**config.mk**
```make
export PLATFORM = sky130hd
export DESIGN_NAME = note_voice_track_allocator
export DESIGN_NICKNAME = d
export VERILOG_FILES = /design/src/sv/nvta_pkg.sv /design/src/sv/nvta_ctrl.sv /design/src/sv/nvta_dpath.sv /design/src/sv/note_voice_track_allocator.sv
export SDC_FILE = /design/constraint.sdc
export NUM_CORES = 2
export LEC_CHECK = 0
export CAP_MARGIN = 20
export CORE_MARGIN = 2
export CORE_UTILIZATION = 50
export CTS_BUF_LIST = sky130_fd_sc_hd__clkbuf_8
export CTS_CLUSTER_DIAMETER = 30
export CTS_CLUSTER_SIZE = 25
export DETAILED_ROUTE_END_ITERATION = 16
export DONT_BUFFER_PORTS = 1
export GPL_TIMING_DRIVEN = 0
export PLACE_DENSITY = 0.68
export SLEW_MARGIN = 10
export SYNTH_ARGS = -nofsm -noshare
export SYNTH_HDL_FRONTEND = slang
export SYNTH_HIERARCHICAL = 1
export SYNTH_SLANG_ARGS = --single-unit
```
**constraint.sdc**
```tcl
create_clock -name clock -period 6.9 [get_ports clock]
set_clock_uncertainty 0.05 [all_clocks]
set_input_delay 1.38 -clock clock [delete_from_list [all_inputs] [get_ports clock]]
set_output_delay 1.38 -clock clock [all_outputs]
set_load 0.01 [all_outputs]
```
**src/sv/nvta_pkg.sv**
```systemverilog
// shared types and constants of the note voice track allocator
// no dependencies; every other file imports this package
package nvta_pkg;

   localparam int LIST_DEPTH = 64;
   localparam int MAX_TRACKS = 64;
   localparam int IDX_W      = $clog2(LIST_DEPTH);
   localparam int CNT_W      = $clog2(LIST_DEPTH + 1);
   localparam int TRK_W      = 6;

   localparam logic [7:0] CSR_NOTE_OFF = 8'd0;
   localparam logic [7:0] CSR_NOTE_CUT = 8'd1;

   localparam logic [1:0] MODE_GLOBAL = 2'd1;
   localparam logic [1:0] MODE_TRACK  = 2'd2;

   localparam logic signed [2:0] GROUP_NONE = -3'sd1;

   typedef enum logic [3:0] {
      CMD_NONE,
      CMD_LOAD,
      CMD_SCAN_RD,
      CMD_SCAN_EV,
      CMD_DECIDE,
      CMD_FREE_STEP,
      CMD_CMP_RD,
      CMD_CMP_EV,
      CMD_CMP_DONE,
      CMD_PUSH,
      CMD_EMIT
   } cmd_type;

   typedef struct packed {
      logic skip;
      logic trk_mode;
      logic is_off;
      logic scan_done;
      logic cmp_done;
      logic free_hit;
      logic free_last;
      logic have_old;
   } status_type;

   typedef struct packed {
      logic [7:0]       inst;
      logic [1:0]       grp;
      logic [TRK_W-1:0] trk;
      logic [7:0]       note;
   } entry_type;

endpackage

```
**src/sv/nvta_ctrl.sv**
```systemverilog
// sequencer of the allocator: scan, free-track search, compaction, push, emit
// depends on nvta_pkg; drives nvta_dpath through command and status
module nvta_ctrl import nvta_pkg::*; (
   input  logic       clock,
   input  logic       reset,
   input  logic       start,
   output logic       busy,
   input  status_type status,
   output cmd_type    cmd
);

   typedef enum logic [3:0] {
      ST_IDLE, ST_SCAN_RD, ST_SCAN_EV, ST_DECIDE, ST_FREE,
      ST_CMP_RD, ST_CMP_EV, ST_PUSH, ST_EMIT
   } state_type;

   state_type state_ff, state_in;
   logic      busy_ff;

   // next state and command
   always_comb begin
      state_in = state_ff;
      cmd      = CMD_NONE;
      unique case (state_ff)
         ST_IDLE: begin
            if (start) begin
               cmd      = CMD_LOAD;
               state_in = ST_SCAN_RD;
            end
         end
         ST_SCAN_RD: begin
            if (status.scan_done) begin
               state_in = ST_DECIDE;
            end else begin
               cmd      = CMD_SCAN_RD;
               state_in = ST_SCAN_EV;
            end
         end
         ST_SCAN_EV: begin
            cmd      = CMD_SCAN_EV;
            state_in = ST_SCAN_RD;
         end
         ST_DECIDE: begin
            cmd = CMD_DECIDE;
            if (status.skip || !status.trk_mode) state_in = ST_EMIT;
            else if (status.is_off)              state_in = ST_CMP_RD;
            else                                 state_in = ST_FREE;
         end
         ST_FREE: begin
            cmd = CMD_FREE_STEP;
            if (status.free_hit)       state_in = ST_PUSH;
            else if (status.free_last) state_in = status.have_old ? ST_CMP_RD : ST_PUSH;
         end
         ST_CMP_RD: begin
            if (status.cmp_done) begin
               cmd      = CMD_CMP_DONE;
               state_in = status.is_off ? ST_EMIT : ST_PUSH;
            end else begin
               cmd      = CMD_CMP_RD;
               state_in = ST_CMP_EV;
            end
         end
         ST_CMP_EV: begin
            cmd      = CMD_CMP_EV;
            state_in = ST_CMP_RD;
         end
         ST_PUSH: begin
            cmd      = CMD_PUSH;
            state_in = ST_EMIT;
         end
         ST_EMIT: begin
            cmd      = CMD_EMIT;
            state_in = ST_IDLE;
         end
         default: state_in = ST_IDLE;
      endcase
   end

   // state and busy flag
   always_ff @(posedge clock) begin
      if (reset) begin
         state_ff <= ST_IDLE;
         busy_ff  <= 1'b0;
      end else begin
         state_ff <= state_in;
         busy_ff  <= (state_in != ST_IDLE);
      end
   end

   assign busy = busy_ff;

endmodule

```
**src/sv/nvta_dpath.sv**
```systemverilog
// datapath of the allocator: note list memory, scan state, result registers
// depends on nvta_pkg; commanded by nvta_ctrl
module nvta_dpath import nvta_pkg::*; (
   input  logic              clock,
   input  logic              reset,
   input  cmd_type           cmd,
   output status_type        status,
   input  logic [7:0]        req_plugin_id,
   input  logic [7:0]        req_note,
   input  logic signed [8:0] req_prev_note,
   input  logic [1:0]        req_group_mode,
   input  logic [6:0]        req_track_count,
   input  logic [5:0]        req_note_column,
   input  logic [5:0]        req_velocity_column,
   input  logic              csr_valid,
   input  logic [7:0]        csr_index,
   input  logic [7:0]        csr_wdata,
   output logic              rsp_strobe,
   output logic              rsp_accepted,
   output logic signed [2:0] rsp_out_group,
   output logic [5:0]        rsp_out_track,
   output logic [5:0]        rsp_out_note_column,
   output logic [5:0]        rsp_out_velocity_column,
   output logic              rsp_overflow
);

   // captured item
   logic [7:0]        pid_ff, note_ff;
   logic signed [8:0] prev_ff;
   logic [1:0]        mode_ff;
   logic [6:0]        tracks_ff;
   logic [5:0]        ncol_in_ff, vcol_in_ff;
   // configuration
   logic [7:0]        off_code_ff, cut_code_ff;
   // list and scan state
   entry_type         mem [LIST_DEPTH];
   entry_type         rdata_ff;
   logic [CNT_W-1:0]  count_ff, idx_ff, wp_ff;
   logic [TRK_W-1:0]  t_ff, old_trk_ff;
   logic [IDX_W-1:0]  old_idx_ff;
   logic [(2**TRK_W)-1:0] used_ff;
   logic              have_old_ff, match_ff, removed_ff;
   // result
   logic              acc_ff, ovf_ff;
   logic signed [2:0] grp_ff;
   logic [5:0]        trk_ff, ncol_ff, vcol_ff;
   logic              strobe_ff;
   logic              acc_o_ff, ovf_o_ff;
   logic signed [2:0] grp_o_ff;
   logic [5:0]        trk_o_ff, ncol_o_ff, vcol_o_ff;

   logic              is_off, prev_all, hit, own, remove, full;
   logic              wr_en;
   logic [IDX_W-1:0]  wr_addr;
   entry_type         wr_data;

   // decode of item and current entry
   assign is_off   = (note_ff == off_code_ff) || (note_ff == cut_code_ff);
   assign prev_all = (prev_ff == -9'sd1);
   assign own      = (rdata_ff.inst == pid_ff);
   assign hit      = own && (prev_all || (!prev_ff[8] && rdata_ff.note == prev_ff[7:0]));
   assign remove   = (mode_ff == MODE_TRACK && !is_off) ?
                     (idx_ff[IDX_W-1:0] == old_idx_ff) : (hit && (prev_all || !removed_ff));
   assign full     = (count_ff == CNT_W'(LIST_DEPTH));

   assign status.skip      = (is_off && !prev_all && !match_ff) || (mode_ff == 2'd0) ||
                             (mode_ff == 2'd3);
   assign status.trk_mode  = (mode_ff == MODE_TRACK);
   assign status.is_off    = is_off;
   assign status.scan_done = (idx_ff == count_ff);
   assign status.cmp_done  = (idx_ff == count_ff);
   assign status.free_hit  = !used_ff[t_ff];
   assign status.free_last = ({1'b0, t_ff} == tracks_ff - 7'd1);
   assign status.have_old  = have_old_ff;

   // memory write port
   always_comb begin
      wr_en   = 1'b0;
      wr_addr = '0;
      wr_data = rdata_ff;
      case (cmd)
         CMD_CMP_EV: begin
            wr_en   = !remove;
            wr_addr = wp_ff[IDX_W-1:0];
         end
         CMD_DECIDE: begin
            wr_en   = !status.skip && mode_ff == MODE_GLOBAL && !is_off;
            wr_data = '{inst: pid_ff, grp: MODE_GLOBAL, trk: '0, note: note_ff};
         end
         CMD_PUSH: begin
            wr_en   = !full;
            wr_addr = count_ff[IDX_W-1:0];
            wr_data = '{inst: pid_ff, grp: MODE_TRACK, trk: trk_ff, note: note_ff};
         end
         default: wr_en = 1'b0;
      endcase
   end

   always_ff @(posedge clock) begin
      if (wr_en) mem[wr_addr] <= wr_data;
      if (cmd == CMD_SCAN_RD || cmd == CMD_CMP_RD) rdata_ff <= mem[idx_ff[IDX_W-1:0]];
   end

   // configuration registers
   always_ff @(posedge clock) begin
      if (reset) begin
         off_code_ff <= 8'd255;
         cut_code_ff <= 8'd254;
      end else if (csr_valid) begin
         if (csr_index == CSR_NOTE_OFF) off_code_ff <= csr_wdata;
         if (csr_index == CSR_NOTE_CUT) cut_code_ff <= csr_wdata;
      end
   end

   // item capture
   always_ff @(posedge clock) begin
      if (cmd == CMD_LOAD) begin
         pid_ff     <= req_plugin_id;
         note_ff    <= req_note;
         prev_ff    <= req_prev_note;
         mode_ff    <= req_group_mode;
         ncol_in_ff <= req_note_column;
         vcol_in_ff <= req_velocity_column;
         if (req_track_count == 7'd0)                    tracks_ff <= 7'd1;
         else if (req_track_count > 7'(MAX_TRACKS))      tracks_ff <= 7'(MAX_TRACKS);
         else                                            tracks_ff <= req_track_count;
      end
   end

   // list control and result
   always_ff @(posedge clock) begin
      if (reset) begin
         count_ff  <= '0;
         idx_ff    <= '0;
         wp_ff     <= '0;
         strobe_ff <= 1'b0;
      end else begin
         strobe_ff <= (cmd == CMD_EMIT);
         case (cmd)
            CMD_LOAD: begin
               acc_ff      <= 1'b0;
               ovf_ff      <= 1'b0;
               grp_ff      <= GROUP_NONE;
               trk_ff      <= '0;
               ncol_ff     <= '0;
               vcol_ff     <= '0;
               idx_ff      <= '0;
               used_ff     <= '0;
               have_old_ff <= 1'b0;
               match_ff    <= 1'b0;
               removed_ff  <= 1'b0;
            end
            CMD_SCAN_EV: begin
               if (hit) match_ff <= 1'b1;
               if (own && {1'b0, rdata_ff.trk} < tracks_ff) begin
                  used_ff[rdata_ff.trk] <= 1'b1;
                  if (!have_old_ff) begin
                     have_old_ff <= 1'b1;
                     old_idx_ff  <= idx_ff[IDX_W-1:0];
                     old_trk_ff  <= rdata_ff.trk;
                  end
               end
               idx_ff <= idx_ff + 1'b1;
            end
            CMD_DECIDE: begin
               idx_ff <= '0;
               wp_ff  <= '0;
               t_ff   <= '0;
               if (!status.skip) begin
                  ncol_ff <= ncol_in_ff;
                  vcol_ff <= vcol_in_ff;
                  trk_ff  <= '0;
                  if (mode_ff == MODE_TRACK) begin
                     grp_ff <= 3'sd2;
                  end else begin
                     grp_ff <= 3'sd1;
                     if (!is_off) begin
                        count_ff <= CNT_W'(1);
                        acc_ff   <= 1'b1;
                     end else if (match_ff) begin
                        count_ff <= '0;
                        acc_ff   <= 1'b1;
                     end
                  end
               end
            end
            CMD_FREE_STEP: begin
               if (status.free_hit)       trk_ff <= t_ff;
               else if (status.free_last) trk_ff <= old_trk_ff;
               t_ff <= t_ff + 1'b1;
            end
            CMD_CMP_EV: begin
               if (remove) begin
                  removed_ff <= 1'b1;
                  if (is_off) begin
                     grp_ff <= $signed({1'b0, rdata_ff.grp});
                     trk_ff <= rdata_ff.trk;
                     if (!prev_all) acc_ff <= 1'b1;
                  end
               end else begin
                  wp_ff <= wp_ff + 1'b1;
               end
               idx_ff <= idx_ff + 1'b1;
            end
            CMD_CMP_DONE: count_ff <= wp_ff;
            CMD_PUSH: begin
               acc_ff <= 1'b1;
               if (full) ovf_ff   <= 1'b1;
               else      count_ff <= count_ff + 1'b1;
            end
            default: ;
         endcase
      end
   end

   // result beat registers
   always_ff @(posedge clock) begin
      if (cmd == CMD_EMIT) begin
         acc_o_ff  <= acc_ff;
         ovf_o_ff  <= ovf_ff;
         grp_o_ff  <= grp_ff;
         trk_o_ff  <= trk_ff;
         ncol_o_ff <= ncol_ff;
         vcol_o_ff <= vcol_ff;
      end
   end

   assign rsp_strobe              = strobe_ff;
   assign rsp_accepted            = acc_o_ff;
   assign rsp_overflow            = ovf_o_ff;
   assign rsp_out_group           = grp_o_ff;
   assign rsp_out_track           = trk_o_ff;
   assign rsp_out_note_column     = ncol_o_ff;
   assign rsp_out_velocity_column = vcol_o_ff;

endmodule

```
**src/sv/note_voice_track_allocator.sv**
```systemverilog
// Note voice track allocator with oldest-note stealing.
// Request: drive req_* and raise start; the beat is taken at an edge where
// start is high and busy is low. busy stays high until the result is out.
// Result: one beat per request on rsp_*, marked by rsp_strobe for exactly
// one cycle; the receiver cannot stall, so it must sample that cycle.
// Configuration: csr_valid/csr_ready write note_off_code (index 0) and
// note_cut_code (index 1); csr_ready is always high. Write only when idle.
// Sequence: every request scans the list, each stored entry taking a
// memory read, then an evaluate step, a pace set by the single read port of
// the list memory. A release in per-track mode adds a compaction pass over
// the entries; a per-track note-on adds a search step per track searched
// and, when stealing, a compaction pass.
// Reset empties the list (its fill count is cleared, no clearing pass) and
// restores the off code 255 and cut code 254.
// depends on nvta_pkg, nvta_ctrl and nvta_dpath
module note_voice_track_allocator import nvta_pkg::*; (
   input  logic              clock,
   input  logic              reset,
   input  logic              start,
   output logic              busy,
   input  logic [7:0]        req_plugin_id,
   input  logic [7:0]        req_note,
   input  logic signed [8:0] req_prev_note,
   input  logic [1:0]        req_group_mode,
   input  logic [6:0]        req_track_count,
   input  logic [5:0]        req_note_column,
   input  logic [5:0]        req_velocity_column,
   output logic              rsp_strobe,
   output logic              rsp_accepted,
   output logic signed [2:0] rsp_out_group,
   output logic [5:0]        rsp_out_track,
   output logic [5:0]        rsp_out_note_column,
   output logic [5:0]        rsp_out_velocity_column,
   output logic              rsp_overflow,
   input  logic              csr_valid,
   output logic              csr_ready,
   input  logic [7:0]        csr_index,
   input  logic [7:0]        csr_wdata
);

   cmd_type    cmd;
   status_type status;

   // configuration writes are always taken
   assign csr_ready = 1'b1;

   nvta_ctrl u_ctrl (
      .clock  (clock),
      .reset  (reset),
      .start  (start),
      .busy   (busy),
      .status (status),
      .cmd    (cmd)
   );

   nvta_dpath u_dpath (
      .clock                   (clock),
      .reset                   (reset),
      .cmd                     (cmd),
      .status                  (status),
      .req_plugin_id           (req_plugin_id),
      .req_note                (req_note),
      .req_prev_note           (req_prev_note),
      .req_group_mode          (req_group_mode),
      .req_track_count         (req_track_count),
      .req_note_column         (req_note_column),
      .req_velocity_column     (req_velocity_column),
      .csr_valid               (csr_valid),
      .csr_index               (csr_index),
      .csr_wdata               (csr_wdata),
      .rsp_strobe              (rsp_strobe),
      .rsp_accepted            (rsp_accepted),
      .rsp_out_group           (rsp_out_group),
      .rsp_out_track           (rsp_out_track),
      .rsp_out_note_column     (rsp_out_note_column),
      .rsp_out_velocity_column (rsp_out_velocity_column),
      .rsp_overflow            (rsp_overflow)
   );

endmodule

```
==> impl_metrics.yaml <==
clock_tree:
  clockRootBuffer: "clkbuf_8"
  cts.sinks: 1780
  clk_pin_slew_ps: 70
  cts_made_buffers: 334
  htreeDepth: 5
  tritoncts: "yes"
  max-clock-path-buffers: 4
  clk_latency_ps: 1000
  hold_buffers: 0
setup_path:
  critical-path-top-delay-family: "buffers and inverters"
  path_cells: "buf_2, buf_6, buf_4, xnor2_1, nand4_1, nor4_1, buf_2, buf_4, mux2i_1, a21oi_1, o22ai_1, nor2b_1, nand3_1, inv_2, clkbuf_1, a32oi_1, o21ai_0, nand2_2, nor2_4, buf_16"
  crit_slowest_cell: "nor2_4"
  end_kind: "flop"
  worst_ep_required_time_ps: 7510
  path_class: "flop to flop"
  crit_path_max_fanout: 15
  worst_setup_path_start_kind: "flop"
  worstPathArrival_ps: 7260
  worst-path-buf-inv: 8
  slowest_delay_ps: 610
sta:
  maxSlewViolCount: 0
  fin_crit_ps: 6640
  setup_viol: 0
  fin_setup_tns_ps: 0
  max_freq_mhz: 151
  rsz0062_at_grt: "no"
  slew_headroom: 0.261
  timing.final.crit_share: 0.963
  tightest_slew_ps: 1110
  hold_ws_ps: 354
  hold_viol: 0
global_route:
  gr-total-overflow: 0
  grt_max_degree: 65
  grt_pass1_wl_um: 250000
  grt_pass1_vias: 35285
  grt_util_all_layers: 0.248
  antenna_found_initial: 22
detailed_routing:
  drc: 0
  drt_iter0_markers: 4895
  first_pass_iters: 7
  routedWlPerCell_um: 30.3
  finalWirelength_um: 176000
  via_count: 35713
  ant_nets: 0
  avgViaCountPerCell: 6.15
yosys:
  yosysSeqAreaShare: 0.759
  async_reset_ff_frac: 0
  synth_cell_types: 68
  synth_edf_count: 1737
  synth_nets: 3291
  synth_top_area_share: 0.747
  yosysTopAreaCell: "edfxtp_1"
  synth_area_leaders: "edfxtp_1 (75%), mux4_2 (17%), dfxtp_1 (1.2%), nor2_1 (1.0%), a21oi_1 (0.64%)"
  syn-instance-count: 3214
  synth_warnings: 6
  synth_seq_cells: 1780
  synth_ff_type: "edfxtp_1"
  syn_area_um2: 69900
  post_synth.cell_area_avg_um2: 21.7
power:
  switching_share: 0.219
  p_comb_frac: 0.036
  vdd_drop_max_mv: 0.207
  p_int_mw: 18.9
  power_density_nw_per_um2: 294
  p_seq_frac: 0.499
  power_leakage_nw: 25.5
  clkPwrFrac: 0.465
  p_switching_mw: 5.30
cells_and_area:
  final_nets: 3743
  fin_area_um2: 82500
  fin_cells: 5803
  n_fill_cell: 9634
  seqCellArea_um2: 53000
  area_growth_pct: 18.1
  drive_above_1_share: 0.343
  multi_input_area_um2: 16600
  final_util: 0.594
placed_design:
  place_area_um2: 74900
  place_inst: 5194
  dp_hpwl_um: 115000
  place_congestion: 0.900
  port_buffers: 0
hold_path:
  worst_hold_path_type: "flop to flop"
floorplanning:
  die_w_um: 378
  dieArea_um2: 143000
  die_h_um: 378
  core_um2: 139000
  initial_core_util: 0.503
  num_rows: 137
  ioPinCount: 92
status:
  status: "finished clean"
job:
  drv_cap: 0
cells in the mapped netlist (25+ instances only):
cell type and count:
dfxtp_1 43, nor2_1 187, nor3_1 25, inv_1 26, clkbuf_1 104, buf_4 26, edfxtp_1 1737, mux4_2 520
xnor2_1 41, nand2_1 47, a21oi_1 89, buf_2 25, nand3_1 37
metrics by stage:
step	worst slack (ps)	power (mW)
floorplan	347	12.8
global placement	-3780	13.1
detailed placement	-1040	13.2
CTS	69.5	24.4
global route	26.5	25.0
finish	257	24.2
area by class of cell:
cell class / instances / share of cell area
Buffer: 179 / 0.0103
Tap cell: 1876 / 0.0284
Clock buffer: 342 / 0.0570
Inverter: 29 / 0.00132
Timing Repair Buffer: 115 / 0.0266
Clock inverter: 250 / 0.0331
Sequential cell: 1780 / 0.642
Antenna cell: 5 / 0.000152
Multi-Input combinational cell: 1227 / 0.201
worst paths after layout:
kind,from,end,slack [ps],cells after the start
hold / removal,u_dpath/grp_ff[0],u_dpath/rsp_out_group[0],350,0
setup / recovery,u_dpath/idx_ff[0],u_dpath/mem[6][14],260,20
hold reg to reg,u_dpath/grp_ff[0],u_dpath/rsp_out_group[0],350,0
setup reg to reg,u_dpath/idx_ff[0],u_dpath/mem[6][14],260,20
worst register-to-register path: stages (launching register included):
cell and delay, ps:
dfxtp_1 430, buf_2 430, buf_6 270, buf_4 320, xnor2_1 170, nand4_1 120
nor4_1 300, buf_2 270, buf_4 140, mux2i_1 60, a21oi_1 130, o22ai_1 140
nor2b_1 300, nand3_1 430, inv_2 340, clkbuf_1 390, a32oi_1 170, o21ai_0 440
nand2_2 570, nor2_4 620, buf_16 240
flip-flops by register name (all words and copies together), names as in the netlist, 7 cells and up:
signal and count:
u_dpath/wp_ff 7, u_dpath/prev_ff 9, u_dpath/note_ff 8, u_dpath/count_ff 7
u_dpath/used_ff 64, u_dpath/pid_ff 8, u_dpath/idx_ff 7, u_dpath/cut_code_ff 8
u_dpath/tracks_ff 7, u_dpath/off_code_ff 8, u_dpath/rdata_ff 24, u_dpath/mem 1536
metal layers:
metal | track usage | up-vias | routed length, µm
met3 | 0.0692 | 389 | 19600
met1 | 0.346 | 18721 | 68000
met5 | 0 | - | 91
met2 | 0.374 | 2100 | 81200
met4 | 0.100 | 12 | 6710
li1 | - | 14491 | -
logic make-up (layout without fill, tap and decap cells):
family,Yosys count,after routing,synth area share
compound gates,196,196,0.0178
xor+xnor,61,61,0.00765
fa+ha+maj,11,11,0.00197
buf+inv,209,915,0.0135
flops,1780,1780,0.759
mux,552,552,0.172
other cells,1,6,0.0000537
simple gates,404,406,0.0276
what timing repair did:
item                       4_1_cts  5_1_grt
pin swaps                        0        2
setup endpoints to repair     1896      978
gates cloned                     0        2
setup buffers                    0        9
resized for setup                5       19
cells in the final DEF (no fill, tap or decap), types with 49 or more instances in the layout:
| master | synthesis | layout |
|---|---|---|
| a21oi_1 | 89 | 87 |
| buf_4 | 26 | 50 |
| bufinv_16 | 0 | 49 |
| clkbuf_1 | 104 | 100 |
| clkbuf_8 | 0 | 342 |
| edfxtp_1 | 1737 | 1737 |
| inv_1 | 26 | 53 |
| mux4_2 | 520 | 520 |
| nor2_1 | 187 | 127 |
| nor2_4 | 0 | 59 |
power by group through the flow:
| stage | sequential (mW) | combinational (mW) | clock [mW] |
|---|---|---|---|
| floorplan | 12.3 | 0.519 | 0 |
| global placement | 12.3 | 0.783 | 0 |
| detailed placement | 12.3 | 0.874 | 0 |
| CTS | 12.1 | 0.876 | 11.4 |
| global route | 12.1 | 0.937 | 11.9 |
| finish | 12.1 | 0.881 | 11.3 |
No activity file was read; power rests on OpenSTA's default activity.
